$ cat config.mk
export PLATFORM = sky130hd
export DESIGN_NAME = fdt_structure_token_parser_flat
export DESIGN_NICKNAME = d
export VERILOG_FILES = /design/src/design/fdtp_pkg.sv /design/src/design/fdtp_in_if.sv /design/src/design/fdtp_out_if.sv /design/src/design/fdt_structure_token_parser.sv /design/src/flat_wrapper.sv
export SDC_FILE = /design/constraint.sdc
export NUM_CORES = 1
export LEC_CHECK = 0
export ABC_CLOCK_PERIOD_IN_PS = 4900
export BUFFER_PORTS_ARGS = -buffer_cell sky130_fd_sc_hd__buf_2
export CORE_MARGIN = 4
export CORE_UTILIZATION = 30
export CTS_CLUSTER_SIZE = 20
export DETAILED_ROUTE_END_ITERATION = 6
export PLACE_DENSITY = 0.47
export SYNTH_ARGS = -nofsm -noshare
export SYNTH_HDL_FRONTEND = slang
export SYNTH_SLANG_ARGS = --single-unit
$ cat constraint.sdc
create_clock -name clk_i -period 4.9 [get_ports clk_i]
set_input_delay 0.245 -clock clk_i [delete_from_list [all_inputs] [get_ports clk_i]]
set_output_delay 0.245 -clock clk_i [all_outputs]
set_load 0.02 [all_outputs]
$ cat src/design/fdtp_pkg.sv
package fdtp_pkg;

  localparam int unsigned WordBits = 32;
  localparam int unsigned WordBytes = 4;
  localparam logic [WordBits-1:0] SizeLimitReset = 32'h0010_0000;

  localparam logic [WordBits-1:0] TokBeginNode = 32'h0000_0001;
  localparam logic [WordBits-1:0] TokEndNode   = 32'h0000_0002;
  localparam logic [WordBits-1:0] TokProp      = 32'h0000_0003;
  localparam logic [WordBits-1:0] TokNop       = 32'h0000_0004;
  localparam logic [WordBits-1:0] TokEnd       = 32'h0000_0009;

  typedef enum logic [2:0] {
    PH_TOKEN,
    PH_NAME,
    PH_LEN,
    PH_NAMEOFF,
    PH_DATA,
    PH_DONE,
    PH_ERROR
  } phase_e;

  typedef enum logic [3:0] {
    K_BEGIN,
    K_ENDNODE,
    K_PROP,
    K_NOP,
    K_END,
    K_NAME,
    K_LEN,
    K_NAMEOFF,
    K_DATA,
    K_DONE,
    K_ERROR
  } kind_e;

  typedef struct packed {
    kind_e               kind;
    logic [WordBits-1:0] payload;
    logic [2:0]          valid_bytes;
    logic                last_word;
  } res_t;

endpackage

$ cat src/design/fdtp_in_if.sv
interface fdtp_in_if;
  logic        valid;
  logic        ready;
  logic        restart;
  logic [31:0] word;

  modport source (output valid, output restart, output word, input ready);
  modport sink (input valid, input restart, input word, output ready);
endinterface

$ cat src/design/fdtp_out_if.sv
interface fdtp_out_if;
  logic        valid;
  logic        ready;
  logic [3:0]  kind;
  logic [31:0] payload;
  logic [2:0]  valid_bytes;
  logic        last_word;

  modport source (
    output valid, output kind, output payload, output valid_bytes, output last_word,
    input ready
  );
  modport sink (
    input valid, input kind, input payload, input valid_bytes, input last_word,
    output ready
  );
endinterface

$ cat src/design/fdt_structure_token_parser.sv
// flattened device tree structure block parser
// in_i carries one big-endian structure word per transfer, with restart set on
// the first word of a tree; out_o carries one classified result per input
// word (token, name, length, name offset, data, done or error), in order.
// cfg_we_i / cfg_wdata_i write the token size limit; write it only while idle.
// a result is registered: it enters the result register, or the skid register while out_o stalls.
// throughput: one word per cycle while in_i.ready is high; the phase, offset and length update is a
// single level of logic from the state registers to the result register.
// a two-entry output buffer (result register plus skid register) lets in_i
// take a word while a result waits; when out_o stalls and both entries are
// full, in_i.ready drops until the receiver takes a result.
// reset: parser is done (only done results until a restart word), offset and
// length are zero, size limit is 1 MiB, output buffer is empty.
// an unknown token or a token at or past the limit gives a sticky error that
// only a restart clears.
module fdt_structure_token_parser (
  input  logic                        clk_i,
  input  logic                        rst_ni,
  input  logic                        cfg_we_i,
  input  logic [fdtp_pkg::WordBits-1:0] cfg_wdata_i,
  fdtp_in_if.sink                     in_i,
  fdtp_out_if.source                  out_o
);
  import fdtp_pkg::*;

  logic [WordBits-1:0] limit_q;
  phase_e              phase_q, phase_d;
  logic [WordBits-1:0] offset_q, offset_d;
  logic [WordBits-1:0] left_q, left_d;

  res_t res_d, out_q, skid_q;
  logic out_v_q, skid_v_q;

  logic                in_acc;
  logic                out_acc;
  phase_e              ph_eff;
  logic [WordBits-1:0] off_eff;
  logic [WordBits-1:0] left_eff;
  logic [WordBits:0]   off_sum;
  logic [WordBits-1:0] off_adv;
  logic [2:0]          name_cnt;
  logic                name_end;
  logic [2:0]          data_cnt;
  logic [WordBits-1:0] word;

  assign word    = in_i.word;
  assign in_acc  = in_i.valid && in_i.ready;
  assign out_acc = out_v_q && out_o.ready;

  assign ph_eff   = in_i.restart ? PH_TOKEN : phase_q;
  assign off_eff  = in_i.restart ? '0 : offset_q;
  assign left_eff = in_i.restart ? '0 : left_q;

  // saturating offset advance by one word
  assign off_sum = {1'b0, off_eff} + (WordBits+1)'(WordBytes);
  assign off_adv = off_sum[WordBits] ? '1 : off_sum[WordBits-1:0];

  // bytes before the nul
  always_comb begin
    name_end = 1'b1;
    if (word[31:24] == 8'h00) begin
      name_cnt = 3'd0;
    end else if (word[23:16] == 8'h00) begin
      name_cnt = 3'd1;
    end else if (word[15:8] == 8'h00) begin
      name_cnt = 3'd2;
    end else if (word[7:0] == 8'h00) begin
      name_cnt = 3'd3;
    end else begin
      name_cnt = 3'd4;
      name_end = 1'b0;
    end
  end

  assign data_cnt = (left_eff < WordBits'(WordBytes)) ? left_eff[2:0] : 3'(WordBytes);

  // next state
  always_comb begin
    phase_d  = ph_eff;
    offset_d = off_eff;
    left_d   = left_eff;
    case (ph_eff)
      PH_TOKEN: begin
        if (off_eff >= limit_q) begin
          phase_d = PH_ERROR;
        end else begin
          offset_d = off_adv;
          case (word)
            TokBeginNode: phase_d = PH_NAME;
            TokEndNode:   phase_d = PH_TOKEN;
            TokProp:      phase_d = PH_LEN;
            TokNop:       phase_d = PH_TOKEN;
            TokEnd:       phase_d = PH_DONE;
            default:      phase_d = PH_ERROR;
          endcase
        end
      end
      PH_NAME: begin
        offset_d = off_adv;
        if (name_end) begin
          phase_d = PH_TOKEN;
        end
      end
      PH_LEN: begin
        offset_d = off_adv;
        left_d   = word;
        phase_d  = PH_NAMEOFF;
      end
      PH_NAMEOFF: begin
        offset_d = off_adv;
        phase_d  = (left_eff == '0) ? PH_TOKEN : PH_DATA;
      end
      PH_DATA: begin
        offset_d = off_adv;
        left_d   = left_eff - WordBits'(data_cnt);
        if (left_eff == WordBits'(data_cnt)) begin
          phase_d = PH_TOKEN;
        end
      end
      PH_ERROR: phase_d = PH_ERROR;
      default:  phase_d = PH_DONE;
    endcase
  end

  // result
  always_comb begin
    res_d             = '0;
    res_d.kind        = K_DONE;
    res_d.valid_bytes = '0;
    res_d.last_word   = 1'b0;
    case (ph_eff)
      PH_TOKEN: begin
        if (off_eff >= limit_q) begin
          res_d.kind = K_ERROR;
        end else begin
          case (word)
            TokBeginNode: res_d.kind = K_BEGIN;
            TokEndNode:   res_d.kind = K_ENDNODE;
            TokProp:      res_d.kind = K_PROP;
            TokNop:       res_d.kind = K_NOP;
            TokEnd:       res_d.kind = K_END;
            default:      res_d.kind = K_ERROR;
          endcase
        end
      end
      PH_NAME: begin
        res_d.kind        = K_NAME;
        res_d.payload     = word;
        res_d.valid_bytes = name_cnt;
        res_d.last_word   = name_end;
      end
      PH_LEN: begin
        res_d.kind    = K_LEN;
        res_d.payload = word;
      end
      PH_NAMEOFF: begin
        res_d.kind    = K_NAMEOFF;
        res_d.payload = word;
      end
      PH_DATA: begin
        res_d.kind        = K_DATA;
        res_d.payload     = word;
        res_d.valid_bytes = data_cnt;
        res_d.last_word   = (left_eff == WordBits'(data_cnt));
      end
      PH_ERROR: res_d.kind = K_ERROR;
      default:  res_d.kind = K_DONE;
    endcase
  end

  always_ff @(posedge clk_i or negedge rst_ni) begin
    if (!rst_ni) begin
      limit_q  <= SizeLimitReset;
      phase_q  <= PH_DONE;
      offset_q <= '0;
      left_q   <= '0;
    end else begin
      if (cfg_we_i) begin
        limit_q <= cfg_wdata_i;
      end
      if (in_acc) begin
        phase_q  <= phase_d;
        offset_q <= offset_d;
        left_q   <= left_d;
      end
    end
  end

  // result register with skid entry
  always_ff @(posedge clk_i or negedge rst_ni) begin
    if (!rst_ni) begin
      out_v_q  <= 1'b0;
      skid_v_q <= 1'b0;
    end else begin
      if (out_acc || !out_v_q) begin
        out_v_q  <= skid_v_q || in_acc;
        skid_v_q <= 1'b0;
      end else if (in_acc) begin
        skid_v_q <= 1'b1;
      end
    end
  end

  always_ff @(posedge clk_i) begin
    if (out_acc || !out_v_q) begin
      out_q <= skid_v_q ? skid_q : res_d;
    end else if (in_acc) begin
      skid_q <= res_d;
    end
  end

  assign in_i.ready        = !skid_v_q;
  assign out_o.valid       = out_v_q;
  assign out_o.kind        = out_q.kind;
  assign out_o.payload     = out_q.payload;
  assign out_o.valid_bytes = out_q.valid_bytes;
  assign out_o.last_word   = out_q.last_word;

  a_skid_implies_out: assert property (@(posedge clk_i) disable iff (!rst_ni)
    skid_v_q |-> out_v_q)
    else $error("skid entry holds a result while the output register is empty");

  a_error_sticky: assert property (@(posedge clk_i) disable iff (!rst_ni)
    (phase_q == PH_ERROR && !(in_acc && in_i.restart)) |=> phase_q == PH_ERROR)
    else $error("error phase left without a restart");

  a_side_fields_zero: assert property (@(posedge clk_i) disable iff (!rst_ni)
    (out_v_q && out_o.kind != K_NAME && out_o.kind != K_DATA)
      |-> (out_o.valid_bytes == 3'd0 && !out_o.last_word))
    else $error("byte count or last flag set on a non name or data result");

  a_data_ends_token: assert property (@(posedge clk_i) disable iff (!rst_ni)
    (in_acc && ph_eff == PH_DATA && res_d.last_word) |=> phase_q == PH_TOKEN)
    else $error("last data word did not return to token phase");

endmodule

$ cat src/flat_wrapper.sv
// flat-port wrapper written by rule: the top's interface ports become plain ports
module fdt_structure_token_parser_flat import fdtp_pkg::*;
  (clk_i, rst_ni, cfg_we_i, cfg_wdata_i, in_i_valid, in_i_restart, in_i_word, in_i_ready, out_o_valid, out_o_kind, out_o_payload, out_o_valid_bytes, out_o_last_word, out_o_ready);
  fdtp_in_if in_i_i ();
  fdtp_out_if out_o_i ();
  input  logic clk_i;
  input  logic rst_ni;
  input  logic cfg_we_i;
  input  logic [fdtp_pkg::WordBits-1:0] cfg_wdata_i;
  input wire logic [$bits(in_i_i.valid)-1:0] in_i_valid;
  input wire logic [$bits(in_i_i.restart)-1:0] in_i_restart;
  input wire logic [$bits(in_i_i.word)-1:0] in_i_word;
  output wire logic [$bits(in_i_i.ready)-1:0] in_i_ready;
  output wire logic [$bits(out_o_i.valid)-1:0] out_o_valid;
  output wire logic [$bits(out_o_i.kind)-1:0] out_o_kind;
  output wire logic [$bits(out_o_i.payload)-1:0] out_o_payload;
  output wire logic [$bits(out_o_i.valid_bytes)-1:0] out_o_valid_bytes;
  output wire logic [$bits(out_o_i.last_word)-1:0] out_o_last_word;
  input wire logic [$bits(out_o_i.ready)-1:0] out_o_ready;
  assign in_i_i.valid = in_i_valid;
  assign in_i_i.restart = in_i_restart;
  assign in_i_i.word = in_i_word;
  assign in_i_ready = in_i_i.ready;
  assign out_o_valid = out_o_i.valid;
  assign out_o_kind = out_o_i.kind;
  assign out_o_payload = out_o_i.payload;
  assign out_o_valid_bytes = out_o_i.valid_bytes;
  assign out_o_last_word = out_o_i.last_word;
  assign out_o_i.ready = out_o_ready;
  fdt_structure_token_parser u_core (.clk_i(clk_i), .rst_ni(rst_ni), .cfg_we_i(cfg_we_i), .cfg_wdata_i(cfg_wdata_i), .in_i(in_i_i), .out_o(out_o_i));
endmodule
; ---- Word level (Yosys, flattened, before mapping)
; Index checks and enable logic that the tools add are counted.
[totals]
reg_bits = 181
latch_bits = 0
ramBits = 0
romBits = 0
output_inout_bits = 42
elab_cells = 76
mem_count = 0
[op_classes]
add_sub_neg = 2
multipliers = 0
n_div = 0
order_cmp = 2
eq_ne = 11
shift = 0
n_mux = 30
bitwise = 1
reduce_logical = 16
[ops]
columns = cell, count
row1 = two-way mux 32 bit, 5
row2 = one-hot mux 32 bit (2 select lines), 2
row3 = "== test 32 x 2 -> 1 bit, second input constant", 2
row4 = two-way mux 40 bit, 1
row5 = "adder 32 x 3 -> 33 bit, second input constant", 1
row6 = "== test 32 x 1 -> 1 bit, second input constant", 1
row7 = == test 32 x 3 -> 1 bit, 1
row8 = "== test 32 x 3 -> 1 bit, second input constant", 1
row9 = "== test 32 x 4 -> 1 bit, second input constant", 1
row10 = >= comparator 32 bit, 1
row11 = zero test 32 bit, 1
row12 = zero test 8 bit, 4
row13 = "less-than comparator 32 x 3 -> 1 bit, second input constant", 1
row14 = subtractor 32 x 3 -> 32 bit, 1
row15 = two-way mux 3 bit, 10
row16 = one-hot mux 4 bit (6 select lines), 1
row17 = one-hot mux 4 bit (5 select lines), 1
row18 = one-hot mux 3 bit (6 select lines), 1
row19 = one-hot mux 3 bit (4 select lines), 1
row20 = one-hot mux 4 bit (2 select lines), 1
row21 = "== test 3 x 2 -> 1 bit, second input constant", 2
row22 = "== test 3 bit, second input constant", 2
row23 = two-way mux 1 bit, 6
row24 = two-way mux 4 bit, 1
row25 = other kinds (10), 13

; ---- Depth between registers and ports, before layout
; Gate-level depths: netlist of the first run.
[logic_depth]
depth_word = 7
ltp_mapped = 15
mapped_depth_nobuf = 12

; ---- Worst setup path after synthesis of the first run
; OpenSTA, ideal clock, no wires.
[synth_path]
kind = input -> register
startpoint = input in_i_restart
endpoint = register u_core.out_q, in the netlist u_core.out_o.kind[2], data pin
setup_time_ns = 0.260
t_arrival_ns = 3.766
required_ns = 4.640
path_slack_ns = 0.875
path_stages = 14
n_path_buf = 5
cell_sequence = buf_2 clkbuf_1 clkbuf_1 clkbuf_1 clkbuf_1 nor2_1 ha_1 nand4_1 nor3_1 or4b_1 a311oi_2 nor3_1 a31o_2 mux2_2
[synth_rtl]
columns = item, line_no
row1 = start: declaration, flat_wrapper.sv:11  ; input wire logic [$bits(in_i_i.restart)-1:0] in_i_restart;
row2 = end signal: assignment, fdt_structure_token_parser.sv:206  ; out_q <= skid_v_q ? skid_q : res_d;
row3 = end: declaration, fdt_structure_token_parser.sv:31  ; res_t res_d, out_q, skid_q;

; ---- Worst setup path after layout of the first run
[layout_path]
startpoint = register u_core.left_q[22]
endpoint = register u_core.left_q[24]
[layout_via]
elab_chain_len = 5
[layout_rtl]
columns = item, line_no
row1 = start: declaration, fdt_structure_token_parser.sv:29  ; logic [WordBits-1:0] left_q, left_d;
row2 = start signal: assignment, fdt_structure_token_parser.sv:184  ; left_q <= left_d;
row3 = two-way mux 32 bit (*), fdt_structure_token_parser.sv:52  ; assign left_eff = in_i.restart ? '0 : left_q;
row4 = less-than comparator 32 x 3 -> 1 bit, fdt_structure_token_parser.sv:75  ; assign data_cnt = (left_eff < WordBits'(WordBytes)) ? left_eff[2:0] : 3'(WordBytes);
row5 = two-way mux 3 bit, fdt_structure_token_parser.sv:75
row6 = subtractor 32 x 3 -> 32 bit (*), fdt_structure_token_parser.sv:115  ; left_d = left_eff - WordBits'(data_cnt);
row7 = one-hot mux 32 bit (2 select lines) (*), fdt_structure_token_parser.sv:82  ; case (ph_eff)
; Mark *: on every way between the ends. The rest lies on a longest branch, timed or not.
; A chain may end at the register's enable or synchronous reset.

==> results of run 1 <==
[placed cells by master (no fill, tap or decap), drive strengths merged, types with 5 or more instances in the layout]
cell type,netlist,routed
o21a,11,11
a31oi,11,11
inv,47,54
dfrtp,98,98
and3,39,39
nor4,22,22
edfxtp,80,80
nor2b,30,30
clkinv,1,5
nand2,127,127
nor2,72,72
o21ai,111,111
o211ai,12,12
nor3,31,31
nand4,13,13
and2,5,5
a21oi,37,37
and4,6,6
o31ai,6,6
clkbuf,46,18
dlygate4sd3,0,18
mux2,42,42
or3,8,8
buf,7,128
a221o,7,7
ha,34,34
mux2i,5,5
nand3,25,25
a22oi,20,20
[cells by family (layout without fill, tap and decap cells)]
group,after synthesis,count (layout),synth area share
AND/OR/NAND/NOR,403,403,0.2027
AO/OA/AOI/OAI,262,262,0.1684
flip-flops,181,181,0.4931
buffers and inverters,101,226,0.03839
multiplexers,47,47,0.05227
adder cells (fa/ha/maj),34,34,0.04252
XOR/XNOR,3,3,0.002626
[metal layers]
metal	routed length (um)	GRT usage
met2	13450	0.2641
met1	14000	0.2294
met3	1243	0.02984
met5	0	0
met4	324	0.03508
[through the flow]
stage / area [um2] / instances / util / power, mW / hold WS, ns
floorplan: 10010 / 1031 / - / 3.014 / -0.05059
global placement: 11060 / 1548 / 0.3382 / 3.473 / 0.4146
detailed placement: 11060 / 1548 / 0.3382 / 3.484 / 0.4204
CTS: 11840 / 1598 / 0.3621 / 4.946 / 0.0004712
global route: 11840 / 1598 / 0.3621 / 5.209 / 0.01318
finish: 11840 / 1598 / 0.3621 / 4.887 / 0.01979
[worst register-to-register path: cells and delay by family, from the launching register on]
family          cells  cell delay [ns]
simple gates        8             2.58
flops               1             0.40
fa+ha+maj           1             0.23
compound gates      3             0.56
[repair_timing]
action                    4_1_cts  5_1_grt
hold buffers                   18        0
hold endpoints to repair       77        0
resized for setup               0        0
[power by group through the flow]
stage	Combinational (mW)	Clock, mW	Sequential (mW)
2_1_floorplan	0.973	0	2.04
3_3_place_gp	1.44	0	2.03
3_5_place_dp	1.45	0	2.03
4_1_cts	1.47	1.47	2.00
5_1_grt	1.63	1.54	2.04
6_report	1.46	1.42	2.00
[registers in the layout (all words and copies together), names as in the netlist]
signal,cells
u_core.out_o.payload,32
u_core.offset_q,32
u_core.out_o.kind,4
u_core.skid_v_q,1
u_core.out_o.last_word,1
u_core.out_o.valid_bytes,3
u_core.limit_q,32
u_core.skid_q,40
u_core.left_q,32
u_core.phase_q,3
u_core.out_o.valid,1
[final timing paths]
check	start	endpoint	slack, ns	cells past startpoint
max	u_core.left_q[22]$_DFFE_PN0P_	u_core.left_q[24]$_DFFE_PN0P_	1.02	12
min	cfg_wdata_i[8]	u_core.limit_q[8]$_DFFE_PN0P_	0.02	3
max reg2reg	u_core.left_q[22]$_DFFE_PN0P_	u_core.left_q[24]$_DFFE_PN0P_	1.02	12
min reg2reg	u_core.offset_q[0]$_DFFE_PN0P_	u_core.offset_q[0]$_DFFE_PN0P_	0.52	1
max in group asynchronous	rst_ni	u_core.left_q[1]$_DFFE_PN0P_	3.35	3
min in group asynchronous	rst_ni	u_core.limit_q[11]$_DFFE_PN0P_	0.45	2
[area by class of cell]
class,instances,area (um2),share of cell area
Tap cell,442,553.0,0.04670
Timing Repair Buffer,146,865.8,0.07312
Clock buffer,18,439.2,0.03709
Multi-Input combinational cell,749,4708,0.3976
Sequential cell,181,4933,0.4166
Inverter,48,180.2,0.01522
Clock inverter,14,161.4,0.01363
==> metrics.txt, run 1 <==
# TYPE chip_impl_metric gauge
chip_impl_metric{name="mappedNetlistArea",unit="um2"} 10010
chip_impl_info{name="crit_path_leading_delay_family",value="simple AND/OR/NAND/NOR gates"} 1
chip_impl_metric{name="grt_remaining_overflow",unit=""} 0
chip_impl_metric{name="core_area",unit="um2"} 32700
chip_impl_info{name="critical_path.most_common_cell",value="sky130_fd_sc_hd__or3_1"} 1
chip_impl_info{name="ys.flop_type",value="sky130_fd_sc_hd__dfrtp_1"} 1
chip_impl_metric{name="gp_routability_congestion",unit=""} 0.8097
chip_impl_metric{name="final.setup.worst_slack",unit="ns"} 1.016
chip_impl_metric{name="synth-seq-cells",unit=""} 181
chip_impl_metric{name="wl_per_cell",unit="um"} 18.16
chip_impl_info{name="critical_path.slowest_cell",value="sky130_fd_sc_hd__nor4_2"} 1
chip_impl_metric{name="sequentialPowerShare",unit=""} 0.410
chip_impl_metric{name="synth-edff-count",unit=""} 80
chip_impl_info{name="timing.hold.worst.class",value="in2reg"} 1
chip_impl_metric{name="grt_pass1_vias",unit=""} 8257
chip_impl_metric{name="floorplan.rows",unit=""} 66
chip_impl_info{name="grt_setup_unrepaired",value="no"} 1
chip_impl_metric{name="worstPathRequired",unit="ns"} 5.23
chip_impl_metric{name="detail-route-antenna-nets",unit=""} 0
chip_impl_metric{name="drt_iter0_drc",unit=""} 617
chip_impl_metric{name="path_buf_inv",unit=""} 0
chip_impl_metric{name="vdd_ir_drop_max",unit="V"} 0.0002477
chip_impl_metric{name="max_buffers_root_to_sink",unit=""} 2
chip_impl_info{name="timing_worst_setup_path_type",value="reg2reg"} 1
chip_impl_metric{name="total_drc_errors_in_the_routed_layout",unit=""} 0
chip_impl_metric{name="post_synth_inst_count",unit=""} 1031
chip_impl_info{name="clock_tree.root_cell",value="sky130_fd_sc_hd__clkbuf_16"} 1
chip_impl_metric{name="power.share.switching",unit=""} 0.3615
chip_impl_metric{name="synth.top_cell.area_share",unit=""} 0.2451
chip_impl_metric{name="grt_antenna_before_repair",unit=""} 0
chip_impl_metric{name="ioPinCount",unit=""} 112
chip_impl_metric{name="worstSkewPairLatency",unit="ns"} 0.45
chip_impl_metric{name="area_of_the_die",unit="um2"} 36340
chip_impl_metric{name="syn2layout_area_growth",unit="%"} 18.34
chip_impl_metric{name="h-tree-depth",unit=""} 4
chip_impl_info{name="critical_path.startpoint_type",value="flop"} 1
chip_impl_metric{name="detailed_place_hpwl",unit="um"} 19880
chip_impl_metric{name="synth.yosys.seq_area_share",unit=""} 0.4931
chip_impl_metric{name="worst_slew_pin_slew",unit="ns"} 1.130
chip_impl_metric{name="pleak",unit="nW"} 5.128
chip_impl_metric{name="chipHeight",unit="um"} 190.6
chip_impl_metric{name="final-max-slew-violation-count",unit=""} 0
chip_impl_metric{name="internal-power",unit="mW"} 3.120
chip_impl_info{name="synth_largest_area_cell",value="sky130_fd_sc_hd__dfrtp_1"} 1
chip_impl_metric{name="pre_cts_ws",unit="ns"} 0.8994
chip_impl_metric{name="global_route.usage.total",unit=""} 0.1631
chip_impl_info{name="worstSetupEndpointType",value="flop"} 1
chip_impl_metric{name="slowest_delay",unit="ns"} 0.63
chip_impl_metric{name="numPortBuffers",unit=""} 111
chip_impl_metric{name="tritoncts_num_sinks",unit=""} 181
chip_impl_metric{name="grt_first_pass_wirelength",unit="um"} 47160
chip_impl_metric{name="num_antenna_cells",unit=""} 0
chip_impl_metric{name="drv.max_cap_violation_count",unit=""} 0
chip_impl_metric{name="cp_max_fo",unit=""} 7
chip_impl_metric{name="tritoncts.num_buffers",unit=""} 17
chip_impl_metric{name="synth_nets",unit=""} 1135
chip_impl_info{name="crit_path_cell_trace",value="or3_1, nor4_2, nand3_1, nor3_1, or3_1, ha_1, a21oi_1, nand2_1, nor2_1, o21a_1, nor3b_1, a221o_1"} 1
chip_impl_metric{name="detailroute.via_count",unit=""} 8264
chip_impl_metric{name="synthesis.area_per_instance",unit="um2"} 9.705
chip_impl_info{name="synth.area.top_cells",value="sky130_fd_sc_hd__dfrtp_1 25%, sky130_fd_sc_hd__edfxtp_1 24%, sky130_fd_sc_hd__o21ai_0 5.4%"} 1
chip_impl_metric{name="power.net_switching",unit="mW"} 1.766
chip_impl_metric{name="timing.final.crit_period",unit="ns"} 3.884
chip_impl_metric{name="num-fill-cells",unit=""} 3378
chip_impl_metric{name="max_clock_freq",unit="MHz"} 257.4
chip_impl_metric{name="maximum_number_of_pins_on_one_net_before_global_route_repair",unit=""} 63
chip_impl_metric{name="synth.yosys.warnings",unit=""} 0
chip_impl_metric{name="postSynth.asyncResetShare",unit=""} 0.5580
chip_impl_metric{name="die_w",unit="um"} 190.6
chip_impl_metric{name="power-per-cell-area",unit="nW/um2"} 412.7
chip_impl_metric{name="first_pass_iters",unit=""} 5
chip_impl_metric{name="crit_share_post_route",unit=""} 0.7927
chip_impl_metric{name="finalHoldViolCount",unit=""} 0
chip_impl_metric{name="setup_viol_count_final",unit=""} 0
chip_impl_metric{name="route.detailed.vias_per_inst",unit=""} 5.171
chip_impl_info{name="run_status",value="complete, no violations"} 1
chip_impl_metric{name="final_layout_size_suffix_gt1_frac",unit=""} 0.1929
chip_impl_info{name="clock_tree_from_tritoncts",value="yes"} 1
chip_impl_metric{name="finalClockSkew",unit="ns"} 0.01855
chip_impl_metric{name="timing.setup.tns",unit="ns"} 0
chip_impl_metric{name="wl",unit="um"} 29020
chip_impl_info{name="synthMostInstantiatedCell",value="sky130_fd_sc_hd__nand2_1"} 1
chip_impl_metric{name="timing.max_slew.rel_slack",unit=""} 0.2359
chip_impl_metric{name="final_nets",unit=""} 1247
chip_impl_metric{name="postCtsSetupBuffers",unit=""} 0
chip_impl_info{name="synth.cells.most_frequent",value="127 x sky130_fd_sc_hd__nand2_1, 108 x sky130_fd_sc_hd__o21ai_0, 98 x sky130_fd_sc_hd__dfrtp_1"} 1
chip_impl_metric{name="cts.reportedPaths.clkPinSlew",unit="ns"} 0.08
chip_impl_metric{name="combinational_fraction_of_design_power",unit=""} 0.299
chip_impl_metric{name="starting_density",unit=""} 0.3060
chip_impl_metric{name="worstPathArrival",unit="ns"} 4.22
chip_impl_metric{name="share_clk_of_total_power",unit=""} 0.291
chip_impl_metric{name="synth_cell_types",unit=""} 73
(Power assumes the default switching activity.)
==> run 2: changes to the inputs <==
Settings changed: ABC_CLOCK_PERIOD_IN_PS 4900 to 3800.
Clock period 4.9 ns to 3.8 ns, I/O delays scaled along.
==> metrics.txt, run 2 (synthesized netlist as in run 1, its figures left out) <==
# TYPE chip_impl_metric gauge
chip_impl_metric{name="area_of_the_die",unit="um2"} 36340
chip_impl_metric{name="combinational_fraction_of_design_power",unit=""} 0.307
chip_impl_metric{name="global_route.usage.total",unit=""} 0.1650
chip_impl_metric{name="grt_first_pass_wirelength",unit="um"} 47230
chip_impl_metric{name="chipHeight",unit="um"} 190.6
chip_impl_metric{name="power-per-cell-area",unit="nW/um2"} 525.2
chip_impl_metric{name="worstPathArrival",unit="ns"} 3.59
chip_impl_info{name="mostFrequentLayoutCells",value="127 x sky130_fd_sc_hd__nand2_1, 110 x sky130_fd_sc_hd__buf_2, 108 x sky130_fd_sc_hd__o21ai_0, 98 x sky130_fd_sc_hd__dfrtp_1, 80 x sky130_fd_sc_hd__edfxtp_1"} 1
chip_impl_metric{name="final_nets",unit=""} 1287
chip_impl_metric{name="post-layout-total-power",unit="mW"} 6.414
chip_impl_metric{name="ioPinCount",unit=""} 112
chip_impl_metric{name="drt_iter0_drc",unit=""} 594
chip_impl_metric{name="core_area",unit="um2"} 32700
chip_impl_metric{name="timing.max_slew.rel_slack",unit=""} 0.4431
chip_impl_metric{name="floorplan.rows",unit=""} 66
chip_impl_metric{name="detailed_place_hpwl",unit="um"} 20800
chip_impl_info{name="most_common_cell_after_layout_fill_and_taps_aside",value="sky130_fd_sc_hd__nand2_1"} 1
chip_impl_metric{name="post-route-util",unit=""} 0.3735
chip_impl_metric{name="internal-power",unit="mW"} 4.090
chip_impl_info{name="crit_path_cell_trace",value="nor2b_1, ha_1, nand4_1, nor3_1, or4b_1, a311oi_4, nor3_1, a32o_1, mux2_2"} 1
chip_impl_metric{name="max_clock_freq",unit="MHz"} 296.7
chip_impl_metric{name="tritoncts.num_buffers",unit=""} 17
chip_impl_info{name="timing_worst_setup_path_type",value="reg2reg"} 1
chip_impl_info{name="crit_path_leading_delay_family",value="simple AND/OR/NAND/NOR gates"} 1
chip_impl_metric{name="timing.setup.tns",unit="ns"} 0
chip_impl_metric{name="first_pass_iters",unit=""} 4
chip_impl_info{name="worstSetupEndpointType",value="flop"} 1
chip_impl_metric{name="wl_per_cell",unit="um"} 18.17
chip_impl_metric{name="total_drc_errors_in_the_routed_layout",unit=""} 0
chip_impl_metric{name="cell_count_final_fillers_out",unit=""} 1638
chip_impl_metric{name="share_clk_of_total_power",unit=""} 0.290
chip_impl_info{name="largest_register",value="u_core.skid_q"} 1
chip_impl_metric{name="final_layout_size_suffix_gt1_frac",unit=""} 0.2015
chip_impl_info{name="grt_setup_unrepaired",value="no"} 1
chip_impl_metric{name="num_antenna_cells",unit=""} 0
chip_impl_info{name="setup.worst_path.start",value="u_core.offset_q[15]$_DFFE_PN0P_"} 1
chip_impl_metric{name="maximum_number_of_pins_on_one_net_before_global_route_repair",unit=""} 51
chip_impl_info{name="rr_startpoint",value="u_core.offset_q[15]$_DFFE_PN0P_"} 1
chip_impl_metric{name="dp.cells",unit=""} 1567
chip_impl_metric{name="cts_resized",unit=""} 0
chip_impl_metric{name="finalHoldViolCount",unit=""} 0
chip_impl_info{name="min-delay-start",value="in_i_word[8]"} 1
chip_impl_metric{name="pre_cts_ws",unit="ns"} 0.2828
chip_impl_metric{name="tritoncts_num_sinks",unit=""} 181
chip_impl_info{name="critical_path.slowest_cell",value="sky130_fd_sc_hd__or4b_1"} 1
chip_impl_metric{name="final.setup.worst_slack",unit="ns"} 0.4296
chip_impl_metric{name="starting_density",unit=""} 0.3060
chip_impl_info{name="clock_tree.root_cell",value="sky130_fd_sc_hd__clkbuf_16"} 1
chip_impl_metric{name="cts.reportedPaths.clkPinSlew",unit="ns"} 0.08
chip_impl_metric{name="worst_slew_pin_slew",unit="ns"} 0.8354
chip_impl_metric{name="slowest_delay",unit="ns"} 0.56
chip_impl_info{name="run_status",value="complete, no violations"} 1
chip_impl_metric{name="max_buffers_root_to_sink",unit=""} 2
chip_impl_metric{name="grt_remaining_overflow",unit=""} 0
chip_impl_info{name="timing.hold.worst.class",value="in2reg"} 1
chip_impl_metric{name="h-tree-depth",unit=""} 4
chip_impl_metric{name="wl",unit="um"} 29770
chip_impl_metric{name="detail-route-antenna-nets",unit=""} 0
chip_impl_metric{name="postCtsSetupBuffers",unit=""} 0
chip_impl_metric{name="finalClockSkew",unit="ns"} 0.01566
chip_impl_metric{name="hold_buffers",unit=""} 39
chip_impl_info{name="critical_path.most_common_cell",value="sky130_fd_sc_hd__nor3_1"} 1
chip_impl_metric{name="vdd_ir_drop_max",unit="V"} 0.0003474
chip_impl_metric{name="worstPathRequired",unit="ns"} 4.02
chip_impl_metric{name="sequentialPowerShare",unit=""} 0.403
chip_impl_info{name="critical_path.startpoint_type",value="flop"} 1
chip_impl_metric{name="worstSkewPairLatency",unit="ns"} 0.47
chip_impl_metric{name="crit_share_post_route",unit=""} 0.8869
chip_impl_metric{name="pleak",unit="nW"} 5.334
chip_impl_metric{name="timing.final.crit_period",unit="ns"} 3.370
chip_impl_metric{name="post-route-cell-area",unit="um2"} 12210
chip_impl_metric{name="die_w",unit="um"} 190.6
chip_impl_metric{name="grt_antenna_before_repair",unit=""} 0
chip_impl_metric{name="syn2layout_area_growth",unit="%"} 22.06
chip_impl_metric{name="power.share.switching",unit=""} 0.3624
chip_impl_metric{name="setup_viol_count_final",unit=""} 0
chip_impl_metric{name="detailroute.via_count",unit=""} 8454
chip_impl_metric{name="power.net_switching",unit="mW"} 2.324
chip_impl_metric{name="finalHoldWorstSlack",unit="ns"} 0.01418
chip_impl_metric{name="route.detailed.vias_per_inst",unit=""} 5.161
chip_impl_metric{name="numPortBuffers",unit=""} 111
chip_impl_metric{name="final-max-slew-violation-count",unit=""} 0
chip_impl_metric{name="path_buf_inv",unit=""} 0
chip_impl_metric{name="cp_max_fo",unit=""} 7
chip_impl_info{name="clock_tree_from_tritoncts",value="yes"} 1
chip_impl_metric{name="largest_reg_flops",unit=""} 40
chip_impl_metric{name="placedInstanceArea",unit="um2"} 11210
chip_impl_metric{name="drv.max_cap_violation_count",unit=""} 0
chip_impl_metric{name="gp_routability_congestion",unit=""} 0.8305
chip_impl_metric{name="grt_pass1_vias",unit=""} 8319
-- run 2: worst reg2reg max path: stages, from the launching register on --
cell	delay, ns
sky130_fd_sc_hd__dfrtp_1	0.41
sky130_fd_sc_hd__nor2b_1	0.18
sky130_fd_sc_hd__ha_1	0.34
sky130_fd_sc_hd__nand4_1	0.14
sky130_fd_sc_hd__nor3_1	0.28
sky130_fd_sc_hd__or4b_1	0.56
sky130_fd_sc_hd__a311oi_4	0.46
sky130_fd_sc_hd__nor3_1	0.21
sky130_fd_sc_hd__a32o_1	0.28
sky130_fd_sc_hd__mux2_2	0.26
-- run 2: metal layers --
metal  track usage  routed length, um  vias to the layer above
met4       0.04144                396                        0
met5             0                  0                        -
met2        0.2741              14190                      167
li1              -                  -                     4119
met3       0.02838               1101                       27
met1        0.2249              14080                     4141
-- run 2: worst paths after layout --
path | end | slack (ns) | cells after the start
max | u_core.out_o.kind[0]$_DFFE_PN_ | 0.43 | 9
min | u_core.left_q[8]$_DFFE_PN0P_ | 0.01 | 3
max reg2reg | u_core.out_o.kind[0]$_DFFE_PN_ | 0.43 | 9
min reg2reg | u_core.offset_q[1]$_DFFE_PN0P_ | 0.50 | 1
max in group asynchronous | u_core.phase_q[0]$_DFFE_PN1P_ | 2.53 | 3
min in group asynchronous | u_core.offset_q[12]$_DFFE_PN0P_ | 0.33 | 2
-- run 2: power by group through the flow --
stage / Combinational, mW / Clock, mW / Sequential (mW)
final: 1.97 / 1.86 / 2.58
after global routing: 2.19 / 1.99 / 2.62
after CTS: 1.98 / 1.92 / 2.58
after detailed placement: 1.94 / 0 / 2.62
after global placement: 1.93 / 0 / 2.62
after floorplan: 1.26 / 0 / 2.63
-- run 2: area by class of cell --
| cell class | instances | area (um2) |
|---|---|---|
| Fill cell | 3383 | 20490 |
| Sequential cell | 181 | 4933 |
| Multi-Input combinational cell | 749 | 4717 |
| Timing Repair Buffer | 186 | 1219 |
| Tap cell | 442 | 553.0 |
| Clock buffer | 17 | 425.4 |
| Clock inverter | 15 | 185.2 |
| Inverter | 48 | 180.2 |
